`config.mk`:
```
export PLATFORM = sky130hd
export DESIGN_NAME = quarter_hour_chime_scheduler
export DESIGN_NICKNAME = d
export VERILOG_FILES = /design/src/sv/qhcs_pkg.sv /design/src/sv/qhcs_cfg_regs.sv /design/src/sv/qhcs_sched.sv /design/src/sv/qhcs_outbuf.sv /design/src/sv/quarter_hour_chime_scheduler.sv
export SDC_FILE = /design/constraint.sdc
export NUM_CORES = 1
export LEC_CHECK = 0
export BUFFER_PORTS_ARGS = -buffer_cell sky130_fd_sc_hd__buf_4
export CORE_MARGIN = 4
export CORE_UTILIZATION = 40
export CTS_CLUSTER_SIZE = 20
export DETAILED_ROUTE_END_ITERATION = 6
export GPL_TIMING_DRIVEN = 0
export PLACE_DENSITY = 0.65
export SETUP_SLACK_MARGIN = 0.1
export SYNTH_ARGS = -nofsm -noshare
export SYNTH_HDL_FRONTEND = slang
export SYNTH_HIERARCHICAL = 1
export SYNTH_SLANG_ARGS = --single-unit
export TNS_END_PERCENT = 5
```
`constraint.sdc`:
```
create_clock -name aclk -period 7.25 [get_ports aclk]
set_input_delay 1.0875 -clock aclk [delete_from_list [all_inputs] [get_ports aclk]]
set_output_delay 1.0875 -clock aclk [all_outputs]
set_load 0.02 [all_outputs]
```
`src/sv/qhcs_pkg.sv`:
```
`default_nettype none
// ----------------------------------------------------------------------------
// qhcs_pkg
// Shared types, constants and helpers of the quarter-hour chime scheduler.
// ----------------------------------------------------------------------------
package qhcs_pkg;

    localparam int NUM_TUNES = 8;
    localparam int MAX_RESULTS = 3;
    localparam int NOTE_W = 7;

    localparam logic [3:0] TUNE_MAX   = 4'(NUM_TUNES);
    localparam logic [6:0] NOTE_LO    = 7'd69;
    localparam logic [6:0] NOTE_HI    = 7'd91;
    localparam logic [6:0] VEL_DIV    = 7'd127;
    localparam logic [4:0] DAY_HOURS  = 5'd24;
    localparam logic [4:0] DIAL_HOURS = 5'd12;
    localparam logic [3:0] DIAL_TOP   = 4'd12;
    localparam logic [3:0] MANUAL_STRIKES = 4'd3;
    localparam logic [7:0] PREV_NONE  = 8'hFF;

    localparam logic [5:0] MIN_Q1 = 6'd15;
    localparam logic [5:0] MIN_Q2 = 6'd30;
    localparam logic [5:0] MIN_Q3 = 6'd45;
    localparam logic [5:0] MIN_Q4 = 6'd0;

    localparam logic [2:0] QTR_NONE = 3'd0;
    localparam logic [2:0] QTR_1    = 3'd1;
    localparam logic [2:0] QTR_2    = 3'd2;
    localparam logic [2:0] QTR_3    = 3'd3;
    localparam logic [2:0] QTR_4    = 3'd4;

    // register reset values
    localparam logic [1:0]  RST_MODE_FLAGS     = 2'd3;
    localparam logic [3:0]  RST_TUNE_NUMBER    = 4'd5;
    localparam logic [6:0]  RST_TUNE_VELOCITY  = 7'd127;
    localparam logic [6:0]  RST_HOUR_VELOCITY  = 7'd127;
    localparam logic [6:0]  RST_QUIET_SCALE    = 7'd64;
    localparam logic [9:0]  RST_QUIET_WINDOW   = 10'd647;
    localparam logic [9:0]  RST_SILENCE_WINDOW = 10'd711;
    localparam logic [20:0] RST_STRIKE_NOTES   = 21'd9926;

    localparam int APB_ADDR_W = 5;
    localparam int APB_DATA_W = 32;

    typedef enum logic [2:0] {
        REG_MODE_FLAGS     = 3'd0,
        REG_TUNE_NUMBER    = 3'd1,
        REG_TUNE_VELOCITY  = 3'd2,
        REG_HOUR_VELOCITY  = 3'd3,
        REG_QUIET_SCALE    = 3'd4,
        REG_QUIET_WINDOW   = 3'd5,
        REG_SILENCE_WINDOW = 3'd6,
        REG_STRIKE_NOTES   = 3'd7
    } reg_idx_t;

    typedef enum logic [1:0] {
        KIND_NONE   = 2'd0,
        KIND_CHIME  = 2'd1,
        KIND_STRIKE = 2'd2
    } kind_t;

    typedef struct packed {
        logic [1:0]  mode_flags;
        logic [3:0]  tune_number;
        logic [6:0]  tune_velocity;
        logic [6:0]  hour_velocity;
        logic [6:0]  quiet_scale;
        logic [9:0]  quiet_window;
        logic [9:0]  silence_window;
        logic [20:0] strike_notes;
    } cfg_t;

    typedef struct packed {
        logic       cmd;
        logic       time_valid;
        logic [4:0] hour;
        logic [5:0] minute;
        logic       sequencer_playing;
        logic [2:0] manual_quarter;
    } in_item_t;

    typedef struct packed {
        kind_t      kind;
        logic [2:0] quarter;
        logic [3:0] tune;
        logic [6:0] velocity;
        logic [6:0] note;
        logic [3:0] strike_count;
        logic       last;
    } out_item_t;

    // results of one item handed to the output buffer
    typedef struct packed {
        logic                             load;
        logic [1:0]                       cnt;
        out_item_t [MAX_RESULTS-1:0]      items;
    } res_bundle_t;

    // start in bits 9:5, end in bits 4:0; wraps past midnight
    function automatic logic in_window(input logic [9:0] win, input logic [4:0] h);
        logic [4:0] s;
        logic [4:0] e;
        logic       hit;
        s = win[9:5];
        e = win[4:0];
        if (s >= DAY_HOURS || e >= DAY_HOURS) begin
            hit = 1'b0;
        end else if (s < e) begin
            hit = (h >= s) && (h < e);
        end else if (s > e) begin
            hit = (h >= s) || (h < e);
        end else begin
            hit = 1'b0;
        end
        return hit;
    endfunction

endpackage
`default_nettype wire

```
`src/sv/qhcs_cfg_regs.sv`:
```
`default_nettype none
// ----------------------------------------------------------------------------
// qhcs_cfg_regs
// APB register file holding the scheduler settings.
// ----------------------------------------------------------------------------
module qhcs_cfg_regs
    import qhcs_pkg::*;
(
    input  wire logic                  aclk,
    input  wire logic                  aresetn,
    input  wire logic                  psel,
    input  wire logic                  penable,
    input  wire logic                  pwrite,
    input  wire logic [APB_ADDR_W-1:0] paddr,
    input  wire logic [APB_DATA_W-1:0] pwdata,
    output logic      [APB_DATA_W-1:0] prdata,
    output logic                       pready,
    output cfg_t                       cfg
);

    cfg_t     cfg_reg;
    reg_idx_t idx;
    logic     wr_en;

    assign pready = 1'b1;
    assign idx    = reg_idx_t'(paddr[APB_ADDR_W-1:2]);
    assign wr_en  = psel && penable && pwrite && pready;
    assign cfg    = cfg_reg;

    always_ff @(posedge aclk) begin
        if (!aresetn) begin
            cfg_reg.mode_flags     <= RST_MODE_FLAGS;
            cfg_reg.tune_number    <= RST_TUNE_NUMBER;
            cfg_reg.tune_velocity  <= RST_TUNE_VELOCITY;
            cfg_reg.hour_velocity  <= RST_HOUR_VELOCITY;
            cfg_reg.quiet_scale    <= RST_QUIET_SCALE;
            cfg_reg.quiet_window   <= RST_QUIET_WINDOW;
            cfg_reg.silence_window <= RST_SILENCE_WINDOW;
            cfg_reg.strike_notes   <= RST_STRIKE_NOTES;
        end else if (wr_en) begin
            case (idx)
                REG_MODE_FLAGS:     cfg_reg.mode_flags     <= pwdata[1:0];
                REG_TUNE_NUMBER:    cfg_reg.tune_number    <= pwdata[3:0];
                REG_TUNE_VELOCITY:  cfg_reg.tune_velocity  <= pwdata[6:0];
                REG_HOUR_VELOCITY:  cfg_reg.hour_velocity  <= pwdata[6:0];
                REG_QUIET_SCALE:    cfg_reg.quiet_scale    <= pwdata[6:0];
                REG_QUIET_WINDOW:   cfg_reg.quiet_window   <= pwdata[9:0];
                REG_SILENCE_WINDOW: cfg_reg.silence_window <= pwdata[9:0];
                REG_STRIKE_NOTES:   cfg_reg.strike_notes   <= pwdata[20:0];
                default: ;
            endcase
        end
    end

    always_comb begin
        prdata = '0;
        case (idx)
            REG_MODE_FLAGS:     prdata = APB_DATA_W'(cfg_reg.mode_flags);
            REG_TUNE_NUMBER:    prdata = APB_DATA_W'(cfg_reg.tune_number);
            REG_TUNE_VELOCITY:  prdata = APB_DATA_W'(cfg_reg.tune_velocity);
            REG_HOUR_VELOCITY:  prdata = APB_DATA_W'(cfg_reg.hour_velocity);
            REG_QUIET_SCALE:    prdata = APB_DATA_W'(cfg_reg.quiet_scale);
            REG_QUIET_WINDOW:   prdata = APB_DATA_W'(cfg_reg.quiet_window);
            REG_SILENCE_WINDOW: prdata = APB_DATA_W'(cfg_reg.silence_window);
            REG_STRIKE_NOTES:   prdata = APB_DATA_W'(cfg_reg.strike_notes);
            default:            prdata = '0;
        endcase
    end

endmodule
`default_nettype wire

```
`src/sv/qhcs_sched.sv`:
```
`default_nettype none
// ----------------------------------------------------------------------------
// qhcs_sched
// Input register, scheduler state and the single-pass decision logic.
// ----------------------------------------------------------------------------
module qhcs_sched
    import qhcs_pkg::*;
(
    input  wire logic        aclk,
    input  wire logic        aresetn,
    input  wire cfg_t        cfg,
    input  wire logic        s_valid,
    output logic             s_ready,
    input  wire in_item_t    s_data,
    input  wire logic        buf_free,
    output res_bundle_t      res
);

    logic     in_valid_reg;
    in_item_t in_data_reg;
    logic     proc;

    logic       chime_busy_reg,     chime_busy_next;
    logic       strike_pending_reg, strike_pending_next;
    logic [3:0] pending_count_reg,  pending_count_next;
    logic [7:0] prev_minute_reg,    prev_minute_next;
    logic [7:0] prev_hour_reg,      prev_hour_next;

    // item decode
    logic [4:0]  qh;
    logic        tune_ok;
    logic        quiet;
    logic [6:0]  base_vel;
    logic [13:0] prod;
    logic [6:0]  q0;
    logic [7:0]  rem;
    logic [6:0]  vel;
    logic        do_chime;
    logic        do_strike;
    logic [2:0]  chime_q;
    logic [2:0]  tick_q;
    logic [4:0]  dial_h;
    logic [3:0]  dial_cnt;
    logic [6:0]  note_v [MAX_RESULTS];
    logic [1:0]  n_res;
    out_item_t [MAX_RESULTS-1:0] items;

    assign proc    = in_valid_reg && buf_free;
    assign s_ready = !in_valid_reg || proc;

    always_ff @(posedge aclk) begin
        if (!aresetn) begin
            in_valid_reg <= 1'b0;
        end else if (s_valid && s_ready) begin
            in_valid_reg <= 1'b1;
        end else if (proc) begin
            in_valid_reg <= 1'b0;
        end
    end

    always_ff @(posedge aclk) begin
        if (s_valid && s_ready) begin
            in_data_reg <= s_data;
        end
    end

    // quiet-hour velocity: base * scale / 127, floor
    always_comb begin
        qh       = in_data_reg.time_valid ? in_data_reg.hour : 5'd0;
        tune_ok  = (cfg.tune_number != 4'd0) && (cfg.tune_number <= TUNE_MAX);
        quiet    = in_window(cfg.quiet_window, qh);
        // only strikes come from the busy-release path of a tick
        base_vel = (!in_data_reg.cmd && chime_busy_reg) ? cfg.hour_velocity
                                                          : cfg.tune_velocity;
        prod     = 14'(base_vel) * 14'(cfg.quiet_scale);
        q0       = prod[13:7];
        rem      = {1'b0, prod[6:0]} + {1'b0, q0};
        vel      = quiet ? (q0 + 7'(rem >= {1'b0, VEL_DIV})) : base_vel;
    end

    always_comb begin
        dial_h = in_data_reg.hour;
        if (in_data_reg.hour >= DAY_HOURS) begin
            dial_h = in_data_reg.hour - DAY_HOURS;
        end else if (in_data_reg.hour >= DIAL_HOURS) begin
            dial_h = in_data_reg.hour - DIAL_HOURS;
        end
        dial_cnt = (dial_h == 5'd0) ? DIAL_TOP : dial_h[3:0];

        case (in_data_reg.minute)
            MIN_Q1:  tick_q = QTR_1;
            MIN_Q2:  tick_q = QTR_2;
            MIN_Q3:  tick_q = QTR_3;
            MIN_Q4:  tick_q = QTR_4;
            default: tick_q = QTR_NONE;
        endcase
    end

    always_comb begin
        chime_busy_next     = chime_busy_reg;
        strike_pending_next = strike_pending_reg;
        pending_count_next  = pending_count_reg;
        prev_minute_next    = prev_minute_reg;
        prev_hour_next      = prev_hour_reg;
        do_chime            = 1'b0;
        do_strike           = 1'b0;
        chime_q             = QTR_NONE;

        if (in_data_reg.cmd) begin
            if (in_data_reg.manual_quarter inside {[QTR_1:QTR_4]}) begin
                chime_q  = in_data_reg.manual_quarter;
                do_chime = tune_ok;
                if (in_data_reg.manual_quarter == QTR_4 && cfg.mode_flags[1]) begin
                    strike_pending_next = 1'b1;
                    pending_count_next  = MANUAL_STRIKES;
                end
            end
        end else if (chime_busy_reg) begin
            if (!in_data_reg.sequencer_playing) begin
                chime_busy_next = 1'b0;
                if (strike_pending_reg) begin
                    strike_pending_next = 1'b0;
                    do_strike           = 1'b1;
                end
            end
        end else if (cfg.mode_flags[0] && in_data_reg.time_valid) begin
            if (in_window(cfg.silence_window, in_data_reg.hour)) begin
                prev_minute_next = 8'(in_data_reg.minute);
                prev_hour_next   = 8'(in_data_reg.hour);
            end else if (8'(in_data_reg.minute) != prev_minute_reg) begin
                prev_minute_next = 8'(in_data_reg.minute);
                if (tick_q != QTR_NONE) begin
                    chime_q  = tick_q;
                    do_chime = tune_ok;
                    if (tick_q == QTR_4 && cfg.mode_flags[1]
                        && 8'(in_data_reg.hour) != prev_hour_reg) begin
                        prev_hour_next      = 8'(in_data_reg.hour);
                        strike_pending_next = 1'b1;
                        pending_count_next  = dial_cnt;
                    end
                end
            end
        end

        if (do_chime) begin
            chime_busy_next = 1'b1;
        end
    end

    // result list: one chime, or the in-range strike notes packed in order
    always_comb begin
        items = '0;
        n_res = 2'd0;
        for (int i = 0; i < MAX_RESULTS; i++) begin
            note_v[i] = cfg.strike_notes[NOTE_W*i +: NOTE_W];
        end
        if (do_chime) begin
            items[0].kind     = KIND_CHIME;
            items[0].quarter  = chime_q;
            items[0].tune     = cfg.tune_number;
            items[0].velocity = vel;
            n_res             = 2'd1;
        end else if (do_strike) begin
            for (int i = 0; i < MAX_RESULTS; i++) begin
                if (note_v[i] inside {[NOTE_LO:NOTE_HI]}) begin
                    items[n_res].kind         = KIND_STRIKE;
                    items[n_res].velocity     = vel;
                    items[n_res].note         = note_v[i];
                    items[n_res].strike_count = pending_count_reg;
                    n_res                     = n_res + 2'd1;
                end
            end
        end
        if (n_res != 2'd0) begin
            items[n_res - 2'd1].last = 1'b1;
        end
    end

    assign res.load  = proc && (n_res != 2'd0);
    assign res.cnt   = n_res;
    assign res.items = items;

    always_ff @(posedge aclk) begin
        if (!aresetn) begin
            chime_busy_reg     <= 1'b0;
            strike_pending_reg <= 1'b0;
            pending_count_reg  <= 4'd0;
            prev_minute_reg    <= PREV_NONE;
            prev_hour_reg      <= PREV_NONE;
        end else if (proc) begin
            chime_busy_reg     <= chime_busy_next;
            strike_pending_reg <= strike_pending_next;
            pending_count_reg  <= pending_count_next;
            prev_minute_reg    <= prev_minute_next;
            prev_hour_reg      <= prev_hour_next;
        end
    end

`ifndef NO_ASSERTIONS
    a_pending_count: assert property (@(posedge aclk) disable iff (!aresetn)
        strike_pending_reg |-> (pending_count_reg >= 4'd1 && pending_count_reg <= DIAL_TOP))
        else $error("pending strike count out of dial range");

    a_chime_single: assert property (@(posedge aclk) disable iff (!aresetn)
        (res.load && res.items[0].kind == KIND_CHIME) |-> (res.cnt == 2'd1 && res.items[0].last))
        else $error("chime item must be a single, final result");
`endif

endmodule
`default_nettype wire

```
`src/sv/qhcs_outbuf.sv`:
```
`default_nettype none
// ----------------------------------------------------------------------------
// qhcs_outbuf
// Three-deep result buffer; head entry drives the result channel.
// ----------------------------------------------------------------------------
module qhcs_outbuf
    import qhcs_pkg::*;
(
    input  wire logic        aclk,
    input  wire logic        aresetn,
    input  wire res_bundle_t res,
    output logic             buf_free,
    output logic             m_valid,
    input  wire logic        m_ready,
    output out_item_t        m_data
);

    logic [1:0]                  cnt_reg;
    out_item_t [MAX_RESULTS-1:0] items_reg;
    logic                        pop;

    assign m_valid  = (cnt_reg != 2'd0);
    assign m_data   = items_reg[0];
    assign pop      = m_valid && m_ready;
    assign buf_free = (cnt_reg == 2'd0) || (cnt_reg == 2'd1 && m_ready);

    always_ff @(posedge aclk) begin
        if (!aresetn) begin
            cnt_reg <= 2'd0;
        end else if (res.load) begin
            cnt_reg <= res.cnt;
        end else if (pop) begin
            cnt_reg <= cnt_reg - 2'd1;
        end
    end

    always_ff @(posedge aclk) begin
        if (res.load) begin
            items_reg <= res.items;
        end else if (pop) begin
            for (int i = 0; i < MAX_RESULTS - 1; i++) begin
                items_reg[i] <= items_reg[i+1];
            end
        end
    end

`ifndef NO_ASSERTIONS
    a_last_tail: assert property (@(posedge aclk) disable iff (!aresetn)
        m_valid |-> (m_data.last == (cnt_reg == 2'd1)))
        else $error("last flag does not match final buffered result");

    a_load_free: assert property (@(posedge aclk) disable iff (!aresetn)
        res.load |-> buf_free)
        else $error("result load while buffer still holds results");
`endif

endmodule
`default_nettype wire

```
`src/sv/quarter_hour_chime_scheduler.sv`:
```
`default_nettype none
// ----------------------------------------------------------------------------
// quarter_hour_chime_scheduler
// Turns time ticks and manual requests into chime and hour-strike commands.
// ----------------------------------------------------------------------------
// An accepted item lands in an input register; from there its decision is
// made in a single pass (window checks, quarter decode, 7x7 quiet-scale
// multiply with a divide-by-127 correction) and its results are loaded into a
// three-entry result buffer, whose head drives m_valid; the load waits while
// the buffer is not free. A chime item, or one with no results, streams at
// one per clock while m_ready stays high. A strike item yields one result per
// in-range strike note (up to three), sent one per cycle while m_ready is
// high, so it holds the result buffer until those are sent; the input register
// meanwhile takes the next item. Sustained throughput is set by the single
// result port. Settings are written over APB at byte address 4*index and
// should only change while the block is idle.
// ----------------------------------------------------------------------------
module quarter_hour_chime_scheduler
    import qhcs_pkg::*;
(
    input  wire logic                  aclk,
    input  wire logic                  aresetn,
    // configuration
    input  wire logic                  psel,
    input  wire logic                  penable,
    input  wire logic                  pwrite,
    input  wire logic [APB_ADDR_W-1:0] paddr,
    input  wire logic [APB_DATA_W-1:0] pwdata,
    output logic      [APB_DATA_W-1:0] prdata,
    output logic                       pready,
    // input items
    input  wire logic                  s_valid,
    output logic                       s_ready,
    input  wire in_item_t              s_data,
    // result items
    output logic                       m_valid,
    input  wire logic                  m_ready,
    output out_item_t                  m_data
);

    cfg_t        cfg;
    res_bundle_t res;
    logic        buf_free;

    // settings
    qhcs_cfg_regs u_cfg (
        .aclk    (aclk),
        .aresetn (aresetn),
        .psel    (psel),
        .penable (penable),
        .pwrite  (pwrite),
        .paddr   (paddr),
        .pwdata  (pwdata),
        .prdata  (prdata),
        .pready  (pready),
        .cfg     (cfg)
    );

    // input register, scheduler state, decision logic
    qhcs_sched u_sched (
        .aclk     (aclk),
        .aresetn  (aresetn),
        .cfg      (cfg),
        .s_valid  (s_valid),
        .s_ready  (s_ready),
        .s_data   (s_data),
        .buf_free (buf_free),
        .res      (res)
    );

    // result buffer, drains one item per cycle while m_ready is high
    qhcs_outbuf u_outbuf (
        .aclk     (aclk),
        .aresetn  (aresetn),
        .res      (res),
        .buf_free (buf_free),
        .m_valid  (m_valid),
        .m_ready  (m_ready),
        .m_data   (m_data)
    );

endmodule
`default_nettype wire

```
======== After elaboration in Yosys (flattened, before gate mapping) ========
Index checks and enable logic that the tools add are counted.
W data, S select, Z words.
storage, ports and cells
  output and inout port bits .............. 63
  flip-flop bits (word level) ............. 194
operators by class
  bitwise gates (word level) .............. 2
  reduce and logical (&&, ||, !) cells .... 64
  multipliers ............................. 1
  add/sub/neg operators ................... 8
  multiplexer cells ....................... 121
  $lt $le $gt $ge ......................... 30
  equality and inequality tests ........... 22
operators by type and width
  kind                  count
  $bwmux W84            9
  $demux W28 S2         9
  $mux W84              6
  $pmux W32 S8          1
  $mux W56              3
  $mux W28              2
  $mux W18              3
  $mux W8               6
  $mux W4               10
  $mux W1               38
  $mux W19              2
  $mux W12              3
  $mux W2               13
  $ge A5 B5 Y1 const B  5
  $mux W5               5
  $logic_and A1 B1 Y1   22
  $reduce_bool A2 Y1    11
  $ge A7 B7 Y1 const B  3
  $le A7 B7 Y1 const B  3
  $mux W3               7
  $lt A5 B5 Y1          4
  $eq A3 B3 Y1 const B  6
  $reduce_and A2 Y1     9
  $reduce_and A9 Y1     2
  42 further kinds      66

======== Depth between registers and ports, before layout ========
  depth after elaboration ................. 34
  depth in mapped cells ................... 34

======== Cells and area by module ========
The synthesis kept the hierarchy.
by module, submodules not included
  module         area an instance (um^2)  seq. area each (um^2)  times used  cells an instance
  qhcs_sched     5,570.3                  910.9                  1           672
  qhcs_outbuf    3,592.2                  2,562.5                1           194
  qhcs_cfg_regs  3,238.1                  1,361.3                1           395

======== Least setup slack after synthesis ========
No wires, ideal clock.
  path kind ............................... flip-flop to flip-flop
  start ................................... reg u_sched/in_data_reg[16] in the netlist's numbering
  end ..................................... reg u_outbuf.items_reg, in the netlist u_outbuf/m_data[18] (data pin)
  setup time .............................. 260 ps
  cell stages (with the launch flop) ...... 33
  buffers on the path ..................... 2
  data required time ...................... 6,990 ps
  slack ................................... -233 ps
  arrival ................................. 7,223 ps
  cells stage by stage .................... edfxtp_1 -> buf_6 -> nor2b_1 -> clkbuf_1 -> mux2i_1 -> nor2b_1 -> fa_1 -> inv_1 -> fa_1 -> inv_1 -> fa_1 -> inv_1 -> fa_1 -> inv_1 -> ha_1 -> o21ai_0 -> a2111oi_0 -> a211o_1 -> ha_1 -> a21o_1 -> a21oi_1 -> nor2b_1 -> o21a_1 -> o21a_1 -> o21ai_0 -> nand2_1 -> ha_1 -> ha_1 -> and3_1 -> nand3_1 -> xor2_1 -> a221oi_1 -> mux2_2
RTL lines
  what                            line               RTL
  start: declaration              qhcs_sched.sv:20   in_item_t in_data_reg;
  start signal: assignment        qhcs_sched.sv:63   in_data_reg <= s_data;
  end signal: assignment          qhcs_outbuf.sv:39  items_reg <= res.items;
  end signal: indexed assignment  qhcs_outbuf.sv:42  items_reg[i] <= items_reg[i+1];
  end: declaration                qhcs_outbuf.sv:19  out_item_t [MAX_RESULTS-1:0] items_reg;

==> run summary <==
Post-Syn Area = 12400 µm²
Sequential cell area fraction in the yosys report = 38.99%
Worst hold-check slack = 0.4534 ns
Pre-antenna DRT Iters = 5
Maximum fanout along the worst path = 5
Horizontal extent of the die = 184.1 µm
Synthesized instance count = 1261
Number of hold violations in the final report = 0
Area inside the core boundary = 30590 µm²
Dominant combinational cell family by area after synthesis = simple AND/OR/NAND/NOR gates
Routability congestion estimate from global placement = 0.9222
Path type of the worst min-delay path = reg2reg
Root Buffer Master = clkbuf_16
Peak supply drop = 0.0001511 V
EDFF count, synth = 101
Cell area after layout = 14880 µm²
Net Sw Power = 865.9 µW
Placement Rows = 64
Number of primary I/O pins = 124
Max_slew headroom = 33.99%
Primary FF master, synth = edfxtp_1
Unique masters post-synth = 75
Instance area at placement = 13800 µm²
Starting utilization of the core area = 40.54%
Final antenna-violating net count = 0
Critical Path Sink Type = flip-flop
Post-detailed-route DRC marker count = 0
Synthesis Warnings = 6
First-iteration detailed-routing DRC count = 800
Multiplexer area fraction after synthesis = 9.505%
Routed len/inst = 17.10 µm
Fraction of final layout cells with drive strength greater than 1 = 25.71%
Slew Viols, Final = 0
Switching share of power = 30.12%
Reported leakage power = 6.359 nW
Synthesized-area fraction occupied by xor and xnor cells = 2.331%
ANT cells = 0
Post-synth top area cell = edfxtp_1
Category of the most critical setup path = reg2reg
Global-route wire length before repair = 50.03 mm
DP Wirelength = 23.16 mm
Placed cell count = 1782
Part of the power in the clock network = 32.7%
CTS tree = done
H-tree depth = 4
Antenna violations before repair = 0
GRT Residual Overflow = 0
Share of the clock period used by the worst path after layout = 99.97%
Largest net degree at the start of global routing = 37
Total routed wirelength = 31.37 mm
Element type at the critical path start = flip-flop
Achievable clock frequency = 0.1380 GHz
Die Height = 184.1 µm
Run status = complete, no violations
Via count = 9612
Flip-flop count of the largest register, all copies and words added = 68
Maximum clock skew at final layout = 0.01198 ns
Data required time of the critical path = 7.45 ns
Clock transition at the registers of the reported paths = 0.08 ns
Total of endpoints with negative setup slack in the final report = 0
Number of buffer and inverter instances along the worst setup path = 6
Number of buffers created by CTS = 17
Number of non-filler instances in the completed layout = 1835
Arrival time reported for the critical path endpoint = 7.45 ns
Number of I/O port buffers = 95
Average vias per placed instance = 5.238
Count of nets after finishing = 1590
Sequential Power Share = 43.8%
Area delta synth->final = 19.96%
Slowest cell on crit path = fa_1
Most frequent cells in the layout = buf_4, nand2_1, edfxtp_1, dfxtp_1, ha_1
Share of power burned in combinational logic = 23.5%
Cell types with the largest area share after synthesis = edfxtp_1, dfxtp_1, ha_1
Int Power = 2.009 mW
Flops & latches, synth = 191
Adder and majority gate portion of the synthesized area = 11.91%
Clock tree sinks = 191
PD cells = 193.3 nW/µm²
Time the worst path needs with I/O delays and setup = 7.248 ns
Total negative slack = 0 ns
Synthesized area per cell = 9.834 µm²
Synth Area in Simple Gates = 16.67%
Transition time of the tightest slew-check pin = 0.9826 ns
Number of global-route vias before repair = 9232
Setup repair after global routing missed its margin = true
Most common cell after layout, fill and taps aside = buf_4
Synth top area share = 24.46%
Insertion delay to the later sink of the worst-skew pair = 0.44 ns
CP top delay family = adder cells
Max Root-Sink Buffers = 2
Overall fraction of global-route tracks in use = 18.54%
Total Die Area = 33880 µm²
Fraction of synthesis flops using an asynchronous set or reset pin = 0%
Stage delay of the slowest cell on the critical path = 0.52 ns
Fraction of the mapped netlist area in compound gates = 12.22%
Total of max-cap violations = 0
## final cells by class
| type | count | area (µm²) |
|---|---|---|
| tap | 396 | 495.5 |
| buffer | 114 | 755.7 |
| multi-input combinational | 906 | 6974 |
| inverter | 77 | 289.0 |
| timing repair buffer | 119 | 944.7 |
| clock inverter | 15 | 155.1 |
| fill | 2852 | 15710 |
| sequential | 191 | 4836 |
| clock buffer | 17 | 425.4 |
## power by group through the flow
stage          logic (mW)  registers (mW)  clock network (mW)
4_1_cts             0.648            1.26               0.955
6_report            0.676            1.26               0.939
3_5_place_dp        0.591            1.28                   0
5_1_grt             0.736            1.27                1.01
3_3_place_gp        0.575            1.29                   0
2_1_floorplan       0.415            1.28                   0
## cells in the mapped netlist, types with 5 or more instances
library cell / count
a211oi_1: 13
a21boi_0: 31
a21o_1: 7
a21oi_1: 33
a221oi_1: 9
a22oi_1: 14
a31oi_1: 6
and2_1: 43
and3_1: 7
buf_2: 16
buf_4: 63
buf_6: 6
clkbuf_1: 29
dfxtp_1: 90
edfxtp_1: 101
fa_1: 25
ha_1: 78
inv_1: 77
mux2_2: 62
mux2_4: 8
mux2i_1: 36
nand2_1: 145
nand2b_1: 14
nand3_1: 43
nand3b_1: 5
nand4_1: 6
nor2_1: 53
nor2b_1: 52
nor3_1: 13
nor4_1: 6
o211ai_1: 9
o21ai_0: 57
o22ai_1: 5
xnor2_1: 24
xor2_1: 9
## metal layers
| layer | wire, µm | share of wire [%] | global-route usage (%) | up-vias |
|---|---|---|---|---|
| li1 | - | - | - | 4665 |
| met1 | 14620 | 47 | 26.96 | 4588 |
| met2 | 14100 | 45 | 29.02 | 314 |
| met3 | 2087 | 6.7 | 3.166 | 45 |
| met4 | 556 | 1.8 | 4.230 | 0 |
| met5 | 0 | 0 | 0 | - |
## through the flow
stage / setup WS [ns] / total power [mW] / util [%]
after global routing: -0.3627 / 3.010 / 48.63
after CTS: 0.09046 / 2.864 / 48.38
after floorplan: 0.1432 / 1.692 / -
final: 0.002264 / 2.875 / 48.63
after global placement: -0.8063 / 1.864 / 44.94
after detailed placement: -0.8720 / 1.876 / 45.12
## path summary, 6_finish.rpt
kind | start | endpoint | slack (ns) | cells past startpoint
worst min register to register | u_sched/prev_hour_reg[6] | u_sched/prev_hour_reg[6] | 0.45 | 2
worst min-delay path | u_sched/prev_hour_reg[6] | u_sched/prev_hour_reg[6] | 0.45 | 2
worst max register to register | u_sched/in_data_reg[16] | u_outbuf/m_data[18] | 0.002 | 32
worst max-delay path | u_sched/in_data_reg[16] | u_outbuf/m_data[18] | 0.002 | 32
## cells by family after synthesis
| logic type | Yosys count |
|---|---|
| flops | 191 |
| xor+xnor | 33 |
| buf+inv | 192 |
| compound gates | 222 |
| mux | 106 |
| fa+ha+maj | 103 |
| simple gates | 411 |
| other cells | 3 |
## what timing repair did
| action | CTS | global route |
|---|---|---|
| cloned | 1 | 0 |
| resized for setup | 44 | 16 |
| hold buffers | 0 | 0 |
| buffers inserted | 19 | 2 |
| pin swaps | 22 | 18 |
| endpoints found under the setup margin | 21 | 21 |
## worst register-to-register path, delay by kind of cell, from the launching register on
| family | cells | cell delay [ns] |
|---|---|---|
| flip-flops | 1 | 0.38 |
| multiplexers | 2 | 0.63 |
| AND/OR/NAND/NOR | 6 | 0.75 |
| buffers and inverters | 6 | 0.50 |
| AO/OA/AOI/OAI | 9 | 1.64 |
| adder cells (fa/ha/maj) | 8 | 2.92 |
| XOR/XNOR | 1 | 0.19 |
No activity file was read; power rests on OpenSTA's default activity.
